**src/rtl/core/dds_header_validator_top_assert.svh**
```systemverilog
// Assertion macros shared by the validator modules.
// Each macro expands to a labeled concurrent assertion in simulation and to
// nothing in synthesis.
`ifndef DDS_HEADER_VALIDATOR_TOP_ASSERT_SVH
`define DDS_HEADER_VALIDATOR_TOP_ASSERT_SVH

`ifndef SYNTHESIS

// Antecedent holds in a cycle, consequent must hold in the same cycle.
`define DHV_ASSERT_SAME(lbl, clk, rst_n, ante, cons, msg) \
    lbl: assert property (@(posedge clk) disable iff (!(rst_n)) (ante) |-> (cons)) \
        else $error(msg);

// Antecedent holds in a cycle, consequent must hold in the next cycle.
`define DHV_ASSERT_NEXT(lbl, clk, rst_n, ante, cons, msg) \
    lbl: assert property (@(posedge clk) disable iff (!(rst_n)) (ante) |=> (cons)) \
        else $error(msg);

`else

`define DHV_ASSERT_SAME(lbl, clk, rst_n, ante, cons, msg)
`define DHV_ASSERT_NEXT(lbl, clk, rst_n, ante, cons, msg)

`endif

`endif

```
**src/rtl/core/dhv_pkg.sv**
```systemverilog
package dhv_pkg;

    localparam int unsigned WORD_W         = 32;
    localparam int unsigned OUT_TDATA_W    = 136;
    localparam int unsigned QUEUE_DEPTH_DEF = 2;
    localparam logic [WORD_W-1:0] MAGIC_RESET = 32'h2053_4444;

    typedef enum logic [2:0] {
        FMT_BGR24       = 3'd0,
        FMT_RGB24       = 3'd1,
        FMT_BGRA32      = 3'd2,
        FMT_RGBA32      = 3'd3,
        FMT_GRAY8       = 3'd4,
        FMT_GRAYALPHA16 = 3'd5
    } fmt_t;

    // One finished header, handed from the word checker to the verdict unit.
    typedef struct packed {
        logic              rejected;
        logic              fmt_ok;
        fmt_t              fmt;
        logic              pitch_en;
        logic [WORD_W-1:0] height;
        logic [WORD_W-1:0] width;
        logic [WORD_W-1:0] pitch;
    } hdr_job_t;

    typedef enum logic [1:0] {
        BK_IDLE   = 2'd0,
        BK_STRIDE = 2'd1,
        BK_MUL    = 2'd2,
        BK_OUT    = 2'd3
    } back_state_t;

    function automatic logic [2:0] pixel_bytes(input fmt_t f);
        logic [2:0] pb;
        unique case (f)
            FMT_BGR24, FMT_RGB24:   pb = 3'd3;
            FMT_BGRA32, FMT_RGBA32: pb = 3'd4;
            FMT_GRAY8:              pb = 3'd1;
            FMT_GRAYALPHA16:        pb = 3'd2;
            default:                pb = 3'd1;
        endcase
        return pb;
    endfunction

endpackage

```
**src/rtl/core/dds_header_validator_top.sv**
```systemverilog
// DDS header validator for uncompressed textures.
// Input channel (s_*): one beat per 32-bit little-endian header word; s_tuser set
// marks word zero, the magic, and restarts the word count. Beats without a start
// mark while no header is open are taken and dropped.
// Output channel (m_*): one beat per complete 32-word header. m_tuser is the
// accepted bit; m_tdata carries format, width, height, row stride and byte count,
// all zero when the header is rejected.
// Configuration channel (cfg_*): writes the expected magic word; always ready.
// Throughput: one header word per cycle. The verdict unit takes each header through
// queue pop, stride check, 32x32 multiply and output load quicker than the 32
// beats a header takes on the input, so the input only stalls while the
// two-entry job queue is full.
// After the edge that takes the last header word, the job passes through the queue
// and the BK_IDLE, BK_STRIDE, BK_MUL and BK_OUT states before m_tvalid rises.
// Reset (aresetn low, synchronous) empties the queue and output register, closes
// any open header and restores the magic to "DDS ". When the receiver holds
// m_tready low, the verdict waits in the output register, the verdict unit waits
// behind it, and the queue fills before s_tready drops.
module dds_header_validator_top
    import dhv_pkg::*;
#(
    parameter int unsigned QUEUE_DEPTH = QUEUE_DEPTH_DEF
) (
    input  logic                   aclk,
    input  logic                   aresetn,
    input  logic                   cfg_valid,
    output logic                   cfg_ready,
    input  logic [WORD_W-1:0]      cfg_data,
    input  logic                   s_tvalid,
    output logic                   s_tready,
    input  logic [WORD_W-1:0]      s_tdata,    // [31:0] header_word
    input  logic                   s_tuser,    // [0] start_of_header
    output logic                   m_tvalid,
    input  logic                   m_tready,
    // [2:0] pixel_format, [34:3] image_width, [66:35] image_height,
    // [98:67] row_stride, [130:99] image_bytes, [135:131] zero
    output logic [OUT_TDATA_W-1:0] m_tdata,
    output logic                   m_tuser     // [0] accepted
);

    hdr_job_t push_job;
    hdr_job_t pop_job;
    logic     q_push;
    logic     q_full;
    logic     q_pop;
    logic     q_not_empty;

    // Front: per-word checks and field capture, one job per finished header.
    dhv_front u_front (
        .aclk      (aclk),
        .aresetn   (aresetn),
        .cfg_valid (cfg_valid),
        .cfg_ready (cfg_ready),
        .cfg_data  (cfg_data),
        .s_tvalid  (s_tvalid),
        .s_tready  (s_tready),
        .s_tdata   (s_tdata),
        .s_tuser   (s_tuser),
        .q_full    (q_full),
        .q_push    (q_push),
        .q_job     (push_job)
    );

    // Job queue decoupling word intake from verdict computation.
    dhv_queue #(
        .DEPTH (QUEUE_DEPTH)
    ) u_queue (
        .aclk      (aclk),
        .aresetn   (aresetn),
        .push      (q_push),
        .push_job  (push_job),
        .full      (q_full),
        .pop       (q_pop),
        .not_empty (q_not_empty),
        .pop_job   (pop_job)
    );

    // Back: stride and size overflow checks, then the registered verdict beat.
    dhv_back u_back (
        .aclk        (aclk),
        .aresetn     (aresetn),
        .q_not_empty (q_not_empty),
        .q_job       (pop_job),
        .q_pop       (q_pop),
        .m_tvalid    (m_tvalid),
        .m_tready    (m_tready),
        .m_tdata     (m_tdata),
        .m_tuser     (m_tuser)
    );

endmodule

```
**src/rtl/core/dhv_front.sv**
```systemverilog
module dhv_front
    import dhv_pkg::*;
(
    input  logic              aclk,
    input  logic              aresetn,
    input  logic              cfg_valid,
    output logic              cfg_ready,
    input  logic [WORD_W-1:0] cfg_data,
    input  logic              s_tvalid,
    output logic              s_tready,
    input  logic [WORD_W-1:0] s_tdata,
    input  logic              s_tuser,
    input  logic              q_full,
    output logic              q_push,
    output hdr_job_t          q_job
);

    localparam logic [4:0] IDX_MAGIC  = 5'd0;
    localparam logic [4:0] IDX_SIZE   = 5'd1;
    localparam logic [4:0] IDX_FLAGS  = 5'd2;
    localparam logic [4:0] IDX_HEIGHT = 5'd3;
    localparam logic [4:0] IDX_WIDTH  = 5'd4;
    localparam logic [4:0] IDX_PITCH  = 5'd5;
    localparam logic [4:0] IDX_PFSIZE = 5'd19;
    localparam logic [4:0] IDX_PFFLAG = 5'd20;
    localparam logic [4:0] IDX_BITCNT = 5'd22;
    localparam logic [4:0] IDX_RMASK  = 5'd23;
    localparam logic [4:0] IDX_GMASK  = 5'd24;
    localparam logic [4:0] IDX_BMASK  = 5'd25;
    localparam logic [4:0] IDX_AMASK  = 5'd26;
    localparam logic [4:0] IDX_CAPS   = 5'd27;
    localparam logic [4:0] IDX_LAST   = 5'd31;

    localparam logic [WORD_W-1:0] HEADER_SIZE  = 32'd124;
    localparam logic [WORD_W-1:0] PIXFMT_SIZE  = 32'd32;
    localparam logic [WORD_W-1:0] FLAG_CAPS    = 32'h1;
    localparam logic [WORD_W-1:0] FLAG_HEIGHT  = 32'h2;
    localparam logic [WORD_W-1:0] FLAG_WIDTH   = 32'h4;
    localparam logic [WORD_W-1:0] FLAG_PITCH   = 32'h8;
    localparam logic [WORD_W-1:0] FLAG_PIXFMT  = 32'h1000;
    localparam logic [WORD_W-1:0] CAPS_TEXTURE = 32'h1000;
    localparam logic [WORD_W-1:0] PF_ALPHA     = 32'h1;
    localparam logic [WORD_W-1:0] PF_RGB       = 32'h40;
    localparam logic [WORD_W-1:0] PF_LUM       = 32'h20000;
    localparam logic [WORD_W-1:0] MASK_B0      = 32'h0000_00ff;
    localparam logic [WORD_W-1:0] MASK_B1      = 32'h0000_ff00;
    localparam logic [WORD_W-1:0] MASK_B2      = 32'h00ff_0000;
    localparam logic [WORD_W-1:0] MASK_B3      = 32'hff00_0000;
    localparam logic [WORD_W-1:0] FLAGS_REQ    = FLAG_HEIGHT | FLAG_WIDTH;
    localparam logic [WORD_W-1:0] FLAGS_OK     = FLAGS_REQ | FLAG_CAPS | FLAG_PITCH | FLAG_PIXFMT;

    logic [WORD_W-1:0] magic_reg;
    logic [4:0]        word_idx_reg,  word_idx_next;
    logic              active_reg,    active_next;
    logic              reject_reg,    reject_next;
    logic              pitch_en_reg,  pitch_en_next;
    logic [WORD_W-1:0] height_reg,    height_next;
    logic [WORD_W-1:0] width_reg,     width_next;
    logic [WORD_W-1:0] pitch_reg,     pitch_next;
    logic [WORD_W-1:0] pf_flags_reg,  pf_flags_next;
    logic [WORD_W-1:0] bit_cnt_reg,   bit_cnt_next;
    logic [WORD_W-1:0] rmask_reg,     rmask_next;
    logic [WORD_W-1:0] gmask_reg,     gmask_next;
    logic [WORD_W-1:0] bmask_reg,     bmask_next;
    logic [WORD_W-1:0] amask_reg,     amask_next;

    logic       take;
    logic       in_hdr;
    logic       last_word;
    logic       bad;
    logic [4:0] eff_idx;
    logic       fmt_ok;
    fmt_t       fmt;

    assign cfg_ready = 1'b1;
    // The queue holds the verdict jobs; words only stall when it is full.
    assign s_tready  = !q_full;

    assign take      = s_tvalid && s_tready;
    assign eff_idx   = s_tuser ? IDX_MAGIC : word_idx_reg;
    assign in_hdr    = s_tuser || active_reg;
    assign last_word = in_hdr && (eff_idx == IDX_LAST);

    // Per-word field check.
    always_comb begin
        unique case (eff_idx)
            IDX_MAGIC:  bad = (s_tdata != magic_reg);
            IDX_SIZE:   bad = (s_tdata != HEADER_SIZE);
            IDX_FLAGS:  bad = ((s_tdata & FLAGS_REQ) != FLAGS_REQ) ||
                              ((s_tdata & ~FLAGS_OK) != '0);
            IDX_HEIGHT: bad = (s_tdata == '0);
            IDX_WIDTH:  bad = (s_tdata == '0);
            IDX_PITCH:  bad = 1'b0;
            IDX_PFSIZE: bad = (s_tdata != PIXFMT_SIZE);
            IDX_PFFLAG: bad = 1'b0;
            IDX_BITCNT: bad = 1'b0;
            IDX_RMASK:  bad = 1'b0;
            IDX_GMASK:  bad = 1'b0;
            IDX_BMASK:  bad = 1'b0;
            IDX_AMASK:  bad = 1'b0;
            IDX_CAPS:   bad = ((s_tdata & ~CAPS_TEXTURE) != '0);
            default:    bad = (s_tdata != '0);
        endcase
    end

    // Pixel format decode from the stored mask words.
    always_comb begin
        fmt_ok = 1'b0;
        fmt    = FMT_BGR24;
        if (pf_flags_reg == PF_RGB) begin
            if (bit_cnt_reg == 32'd24 && gmask_reg == MASK_B1 && amask_reg == '0) begin
                if (rmask_reg == MASK_B2 && bmask_reg == MASK_B0) begin
                    fmt_ok = 1'b1;
                    fmt    = FMT_BGR24;
                end else if (rmask_reg == MASK_B0 && bmask_reg == MASK_B2) begin
                    fmt_ok = 1'b1;
                    fmt    = FMT_RGB24;
                end
            end
        end else if (pf_flags_reg == (PF_RGB | PF_ALPHA)) begin
            if (bit_cnt_reg == 32'd32 && gmask_reg == MASK_B1 && amask_reg == MASK_B3) begin
                if (rmask_reg == MASK_B2 && bmask_reg == MASK_B0) begin
                    fmt_ok = 1'b1;
                    fmt    = FMT_BGRA32;
                end else if (rmask_reg == MASK_B0 && bmask_reg == MASK_B2) begin
                    fmt_ok = 1'b1;
                    fmt    = FMT_RGBA32;
                end
            end
        end else if (pf_flags_reg == PF_LUM) begin
            if (bit_cnt_reg == 32'd8 && rmask_reg == MASK_B0 && gmask_reg == '0 &&
                bmask_reg == '0 && amask_reg == '0) begin
                fmt_ok = 1'b1;
                fmt    = FMT_GRAY8;
            end
        end else if (pf_flags_reg == (PF_LUM | PF_ALPHA)) begin
            if (bit_cnt_reg == 32'd16 && rmask_reg == MASK_B0 && gmask_reg == '0 &&
                bmask_reg == '0 && amask_reg == MASK_B1) begin
                fmt_ok = 1'b1;
                fmt    = FMT_GRAYALPHA16;
            end
        end
    end

    always_comb begin
        word_idx_next = word_idx_reg;
        active_next   = active_reg;
        reject_next   = reject_reg;
        pitch_en_next = pitch_en_reg;
        height_next   = height_reg;
        width_next    = width_reg;
        pitch_next    = pitch_reg;
        pf_flags_next = pf_flags_reg;
        bit_cnt_next  = bit_cnt_reg;
        rmask_next    = rmask_reg;
        gmask_next    = gmask_reg;
        bmask_next    = bmask_reg;
        amask_next    = amask_reg;
        if (take && in_hdr) begin
            reject_next = (s_tuser ? 1'b0 : reject_reg) | bad;
            if (last_word) begin
                active_next   = 1'b0;
                word_idx_next = IDX_MAGIC;
            end else begin
                active_next   = 1'b1;
                word_idx_next = eff_idx + 5'd1;
            end
            unique case (eff_idx)
                IDX_FLAGS:  pitch_en_next = (s_tdata & FLAG_PITCH) != '0;
                IDX_HEIGHT: height_next   = s_tdata;
                IDX_WIDTH:  width_next    = s_tdata;
                IDX_PITCH:  pitch_next    = s_tdata;
                IDX_PFFLAG: pf_flags_next = s_tdata;
                IDX_BITCNT: bit_cnt_next  = s_tdata;
                IDX_RMASK:  rmask_next    = s_tdata;
                IDX_GMASK:  gmask_next    = s_tdata;
                IDX_BMASK:  bmask_next    = s_tdata;
                IDX_AMASK:  amask_next    = s_tdata;
                default:    ;
            endcase
        end
    end

    always_comb begin
        q_push         = take && last_word;
        q_job.rejected = reject_reg | bad;
        q_job.fmt_ok   = fmt_ok;
        q_job.fmt      = fmt;
        q_job.pitch_en = pitch_en_reg;
        q_job.height   = height_reg;
        q_job.width    = width_reg;
        q_job.pitch    = pitch_reg;
    end

    always_ff @(posedge aclk) begin
        if (!aresetn) begin
            magic_reg    <= MAGIC_RESET;
            word_idx_reg <= '0;
            active_reg   <= 1'b0;
            reject_reg   <= 1'b0;
            pitch_en_reg <= 1'b0;
            height_reg   <= '0;
            width_reg    <= '0;
            pitch_reg    <= '0;
            pf_flags_reg <= '0;
            bit_cnt_reg  <= '0;
            rmask_reg    <= '0;
            gmask_reg    <= '0;
            bmask_reg    <= '0;
            amask_reg    <= '0;
        end else begin
            if (cfg_valid && cfg_ready) begin
                magic_reg <= cfg_data;
            end
            word_idx_reg <= word_idx_next;
            active_reg   <= active_next;
            reject_reg   <= reject_next;
            pitch_en_reg <= pitch_en_next;
            height_reg   <= height_next;
            width_reg    <= width_next;
            pitch_reg    <= pitch_next;
            pf_flags_reg <= pf_flags_next;
            bit_cnt_reg  <= bit_cnt_next;
            rmask_reg    <= rmask_next;
            gmask_reg    <= gmask_next;
            bmask_reg    <= bmask_next;
            amask_reg    <= amask_next;
        end
    end

endmodule

```
**src/rtl/core/dhv_queue.sv**
```systemverilog
`include "dds_header_validator_top_assert.svh"

module dhv_queue
    import dhv_pkg::*;
#(
    parameter int unsigned DEPTH = QUEUE_DEPTH_DEF
) (
    input  logic     aclk,
    input  logic     aresetn,
    input  logic     push,
    input  hdr_job_t push_job,
    output logic     full,
    input  logic     pop,
    output logic     not_empty,
    output hdr_job_t pop_job
);

    localparam int unsigned PTR_W = (DEPTH > 1) ? $clog2(DEPTH) : 1;
    localparam int unsigned CNT_W = $clog2(DEPTH + 1);
    localparam logic [PTR_W-1:0] PTR_LAST = PTR_W'(DEPTH - 1);
    localparam logic [CNT_W-1:0] CNT_FULL = CNT_W'(DEPTH);

    hdr_job_t         slots_reg [DEPTH];
    logic [PTR_W-1:0] wr_ptr_reg, wr_ptr_next;
    logic [PTR_W-1:0] rd_ptr_reg, rd_ptr_next;
    logic [CNT_W-1:0] count_reg,  count_next;
    logic             do_push;
    logic             do_pop;

    assign full      = (count_reg == CNT_FULL);
    assign not_empty = (count_reg != '0);
    assign pop_job   = slots_reg[rd_ptr_reg];
    assign do_push   = push && !full;
    assign do_pop    = pop && not_empty;

    always_comb begin
        wr_ptr_next = wr_ptr_reg;
        rd_ptr_next = rd_ptr_reg;
        count_next  = count_reg;
        if (do_push) begin
            wr_ptr_next = (wr_ptr_reg == PTR_LAST) ? '0 : wr_ptr_reg + PTR_W'(1);
        end
        if (do_pop) begin
            rd_ptr_next = (rd_ptr_reg == PTR_LAST) ? '0 : rd_ptr_reg + PTR_W'(1);
        end
        if (do_push && !do_pop) begin
            count_next = count_reg + CNT_W'(1);
        end else if (do_pop && !do_push) begin
            count_next = count_reg - CNT_W'(1);
        end
    end

    always_ff @(posedge aclk) begin
        if (do_push) begin
            slots_reg[wr_ptr_reg] <= push_job;
        end
    end

    always_ff @(posedge aclk) begin
        if (!aresetn) begin
            wr_ptr_reg <= '0;
            rd_ptr_reg <= '0;
            count_reg  <= '0;
        end else begin
            wr_ptr_reg <= wr_ptr_next;
            rd_ptr_reg <= rd_ptr_next;
            count_reg  <= count_next;
        end
    end

    `DHV_ASSERT_SAME(a_no_push_when_full, aclk, aresetn, push, !full, "job pushed into a full queue")
    `DHV_ASSERT_NEXT(a_pop_drains, aclk, aresetn, do_pop && !do_push,
        count_reg == $past(count_reg) - CNT_W'(1), "queue count did not drop on pop")

endmodule

```
**src/rtl/core/dhv_back.sv**
```systemverilog
`include "dds_header_validator_top_assert.svh"

module dhv_back
    import dhv_pkg::*;
(
    input  logic                   aclk,
    input  logic                   aresetn,
    input  logic                   q_not_empty,
    input  hdr_job_t               q_job,
    output logic                   q_pop,
    output logic                   m_tvalid,
    input  logic                   m_tready,
    output logic [OUT_TDATA_W-1:0] m_tdata,
    output logic                   m_tuser
);

    back_state_t state_reg, state_next;

    hdr_job_t               job_reg;
    logic [WORD_W-1:0]      stride_reg;
    logic                   ok_reg;
    logic [2*WORD_W-1:0]    prod_reg;
    logic                   m_valid_reg;
    logic [OUT_TDATA_W-1:0] m_data_reg;
    logic                   m_user_reg;

    logic                   out_free;
    logic                   load_out;
    logic [WORD_W+1:0]      packed_row;
    logic                   stride_ok;
    logic                   final_ok;

    assign out_free = !m_valid_reg || m_tready;

    // Packed row is at most four bytes per pixel, so two extra bits catch overflow.
    assign packed_row = {2'b00, job_reg.width} * {{(WORD_W-1){1'b0}}, pixel_bytes(job_reg.fmt)};
    assign stride_ok  = !job_reg.rejected && job_reg.fmt_ok && (packed_row[WORD_W+1:WORD_W] == 2'b00) &&
                        (!job_reg.pitch_en || (job_reg.pitch >= packed_row[WORD_W-1:0]));
    assign final_ok   = ok_reg && (prod_reg[2*WORD_W-1:WORD_W] == '0);

    always_comb begin
        state_next = state_reg;
        unique case (state_reg)
            BK_IDLE:   if (q_not_empty) state_next = BK_STRIDE;
            BK_STRIDE: state_next = BK_MUL;
            BK_MUL:    state_next = BK_OUT;
            BK_OUT:    if (out_free) state_next = BK_IDLE;
            default:   state_next = BK_IDLE;
        endcase
    end

    always_comb begin
        q_pop    = (state_reg == BK_IDLE) && q_not_empty;
        load_out = (state_reg == BK_OUT) && out_free;
    end

    always_ff @(posedge aclk) begin
        if (q_pop) begin
            job_reg <= q_job;
        end
        if (state_reg == BK_STRIDE) begin
            ok_reg     <= stride_ok;
            stride_reg <= job_reg.pitch_en ? job_reg.pitch : packed_row[WORD_W-1:0];
        end
        if (state_reg == BK_MUL) begin
            prod_reg <= {{WORD_W{1'b0}}, stride_reg} * {{WORD_W{1'b0}}, job_reg.height};
        end
        if (load_out) begin
            m_user_reg <= final_ok;
            if (final_ok) begin
                m_data_reg <= {5'b00000, prod_reg[WORD_W-1:0], stride_reg, job_reg.height,
                               job_reg.width, job_reg.fmt};
            end else begin
                m_data_reg <= '0;
            end
        end
    end

    always_ff @(posedge aclk) begin
        if (!aresetn) begin
            state_reg   <= BK_IDLE;
            m_valid_reg <= 1'b0;
        end else begin
            state_reg <= state_next;
            if (load_out) begin
                m_valid_reg <= 1'b1;
            end else if (m_tready) begin
                m_valid_reg <= 1'b0;
            end
        end
    end

    assign m_tvalid = m_valid_reg;
    assign m_tdata  = m_data_reg;
    assign m_tuser  = m_user_reg;

    `DHV_ASSERT_NEXT(a_reject_zero, aclk, aresetn, load_out && !final_ok,
        m_tvalid && !m_tuser && (m_tdata == '0), "rejected verdict carries nonzero fields")
    `DHV_ASSERT_NEXT(a_mul_follows_stride, aclk, aresetn, state_reg == BK_STRIDE,
        state_reg == BK_MUL, "verdict sequence skipped the multiply step")

endmodule

```
**config.mk**
```make
export PLATFORM = sky130hd
export DESIGN_NAME = dds_header_validator_top
export DESIGN_NICKNAME = d
export VERILOG_FILES = /design/src/rtl/core/dhv_pkg.sv /design/src/rtl/core/dds_header_validator_top.sv /design/src/rtl/core/dhv_front.sv /design/src/rtl/core/dhv_queue.sv /design/src/rtl/core/dhv_back.sv
export VERILOG_INCLUDE_DIRS = /design/src /design/src/rtl/core
export SDC_FILE = /design/constraint.sdc
export NUM_CORES = 2
export LEC_CHECK = 0
export BUFFER_PORTS_ARGS = -buffer_cell sky130_fd_sc_hd__buf_4
export CORE_UTILIZATION = 55
export CTS_CLUSTER_SIZE = 25
export DETAILED_ROUTE_END_ITERATION = 8
export PLACE_DENSITY = 0.8
export SKIP_LAST_GASP = 1
export SLEW_MARGIN = 20
export SYNTH_ARGS = -nofsm -noshare
export SYNTH_HDL_FRONTEND = slang
export SYNTH_SLANG_ARGS = --single-unit
```
**constraint.sdc**
```tcl
create_clock -name aclk -period 18.4 [get_ports aclk]
set_input_delay 3.68 -clock aclk [delete_from_list [all_inputs] [get_ports aclk]]
set_output_delay 3.68 -clock aclk [all_outputs]
set_load 0.02 [all_outputs]
```
==> flow_metrics.tcl <==
set metrics [dict create \
    status "completed" \
    hold_path_class "register to register" \
    die-area_um2 127000 \
    h-tree-depth 3 \
    postSynth.asyncResetShare_pct 0 \
    grt_usage_pct 30.6 \
    core_area_um2 124000 \
    hold_viol 0 \
    wl_um 192000 \
    register_area_um2 22800 \
    synth_cell_types 86 \
    synthTopCellsByCount "nand2_1 (1212), inv_1 (935), fa_1 (927)" \
    synthCells 6843 \
    cts_tree "built" \
    drc 0 \
    setup-violations-final 0 \
    synth_top_area_share_pct 26.8 \
    nets 8154 \
    synth_edf_count 535 \
    rsz0062_at_grt "false" \
    fmax_mhz 119 \
    period_needed_ps 8440 \
    grt_pass1_wl_um 297000 \
    ys_ff_latch 870 \
    cts_buffers 90 \
    cp-end-kind "register" \
    synth_area_leaders "fa_1 (27%), edfxtp_1 (23%), dfxtp_1 (9.7%)" \
    fillers 9866 \
    wl_per_cell_um 22.4 \
    cts.sinks 870 \
    cts_buffer_depth 3 \
    dr.pass1.iters 6 \
    start_kind "register" \
    areaGrowthSynthToFinish_pct 8.52 \
    worstPathArrival_ps 8910 \
    fin_crit_sh_pct 45.9 \
    maxCapViolCount 0 \
    synth_most_common_cell "nand2_1" \
    cts_setup_buffers 0 \
    clk_pin_slew_ps 60 \
    largest_reg_flops 204 \
    cts_resized 0 \
    synth_ff_type "edfxtp_1" \
    antenna_found_initial 5 \
    r2r_cells 24 \
    core.rowCount 129 \
    multi_input_area_um2 41300 \
    dieWidth_um 357 \
    clock_tree.root_cell "clkbuf_16" \
    synth.cell_area_um2 69100 \
    dr_total_vias 50300 \
    gp_congestion 0.943 \
    clk_latency_ps 750 \
    avgSynthCellArea_um2 10.1 \
    crit_type "register to register" \
    numPortBuffers 203 \
    dp_hpwl_um 130000 \
    fin_skew_ps 76.1 \
    grt_max_degree 146 \
    die_y_um 357 \
    gr-total-overflow 0 \
    cts_hold_buf 0 \
    viasPerCell 5.90 \
    synth_top_cell_by_area "fa_1" \
    synth_warnings 0 \
    worst_pin_slew_ps 1120 \
    cp.required_ps 18870 \
    slew_headroom_pct 25.1 \
    whs_path_depth 0 \
    drt.antenna.violating_nets 0 \
    io_pins 210 \
    initial_core_util_pct 55.7 \
    finalSetupTns_ps 0 \
    grt_pass1_vias 52600 \
    cp_max_fo 27 \
    final_layout_size_suffix_gt1_share_pct 8.46 \
    ys_seq_area_share_pct 32.9 \
    final_max_slew_viol_count 0 \
    initialDrtViolationCount 4998 \
]
[critical path: stages, from the launching register on]
cell	delay, ps
edfxtp_1	580
buf_4	490
and2_1	230
fa_1	450
fa_1	500
inv_1	80
fa_1	480
fa_1	530
fa_1	540
inv_1	50
fa_1	460
fa_1	500
inv_1	50
fa_1	550
inv_1	60
ha_1	380
a21oi_1	260
o21ai_0	170
a2111oi_0	410
o21ai_1	130
nand2_1	280
o31ai_4	150
a41oi_2	410
nor2_1	90
a211oi_1	360
[worst paths after layout]
kind                                       startpoint                                 end  slack [ps]
setup / recovery         u_back.job_reg[76]$_DFFE_PP_       u_back.prod_reg[57]$_DFFE_PP_        9960
setup reg to reg         u_back.job_reg[76]$_DFFE_PP_       u_back.prod_reg[57]$_DFFE_PP_        9960
hold / removal    u_front.height_reg[21]$_SDFFE_PN0P_  u_queue.slots_reg[1][85]$_DFFE_PP_         440
hold reg to reg   u_front.height_reg[21]$_SDFFE_PN0P_  u_queue.slots_reg[1][85]$_DFFE_PP_         440
[placed cells by master, fill, tap and decap left out, drive strengths merged, types with 115 or more instances in the layout]
master and count:
a21oi 399, buf 295, inv 942, dfxtp 335, edfxtp 535, ha 339, and2 749, clkbuf 123
nand2 1212, fa 927, nor2 115
[cell type report]
| type | instances | area share (%) |
|---|---|---|
| Sequential cell | 870 | 30.3 |
| Clock buffer | 123 | 3.46 |
| Timing Repair Buffer | 295 | 3.01 |
| Antenna cell | 7 | 0.0233 |
| Inverter | 936 | 4.70 |
| Multi-Input combinational cell | 4625 | 55.1 |
| Tap cell | 1637 | 2.73 |
| Clock inverter | 46 | 0.659 |
[metal layers]
layer,share of wire (%),track usage (%)
met1,36,37.3
met2,48,50.6
met3,10,6.32
met4,6.4,17.3
met5,0.0052,0
[through the flow]
stage / setup slack, ps / hold slack, ps / area (um^2) / utilization [%] / instances
2_1_floorplan: 8180 / 425 / 69200 / - / 6847
3_3_place_gp: 10290 / 430 / 71900 / 57.9 / 8360
3_5_place_dp: 10180 / 437 / 71900 / 57.9 / 8360
4_1_cts: 10140 / 435 / 75000 / 60.4 / 8529
5_1_grt: 9640 / 450 / 75000 / 60.4 / 8532
6_report: 9960 / 444 / 75000 / 60.5 / 8539
[logic make-up after synthesis]
kind of cell | synth area share (%)
simple gates | 16.7
buf+inv | 7.41
fa+ha+maj | 33.0
flops | 32.9
compound gates | 6.45
mux | 2.16
xor+xnor | 1.39
other cells | 0.0109
Power is not shown: default switching activity piles up to over one toggle a cycle in this logic, so the estimate is an artifact.
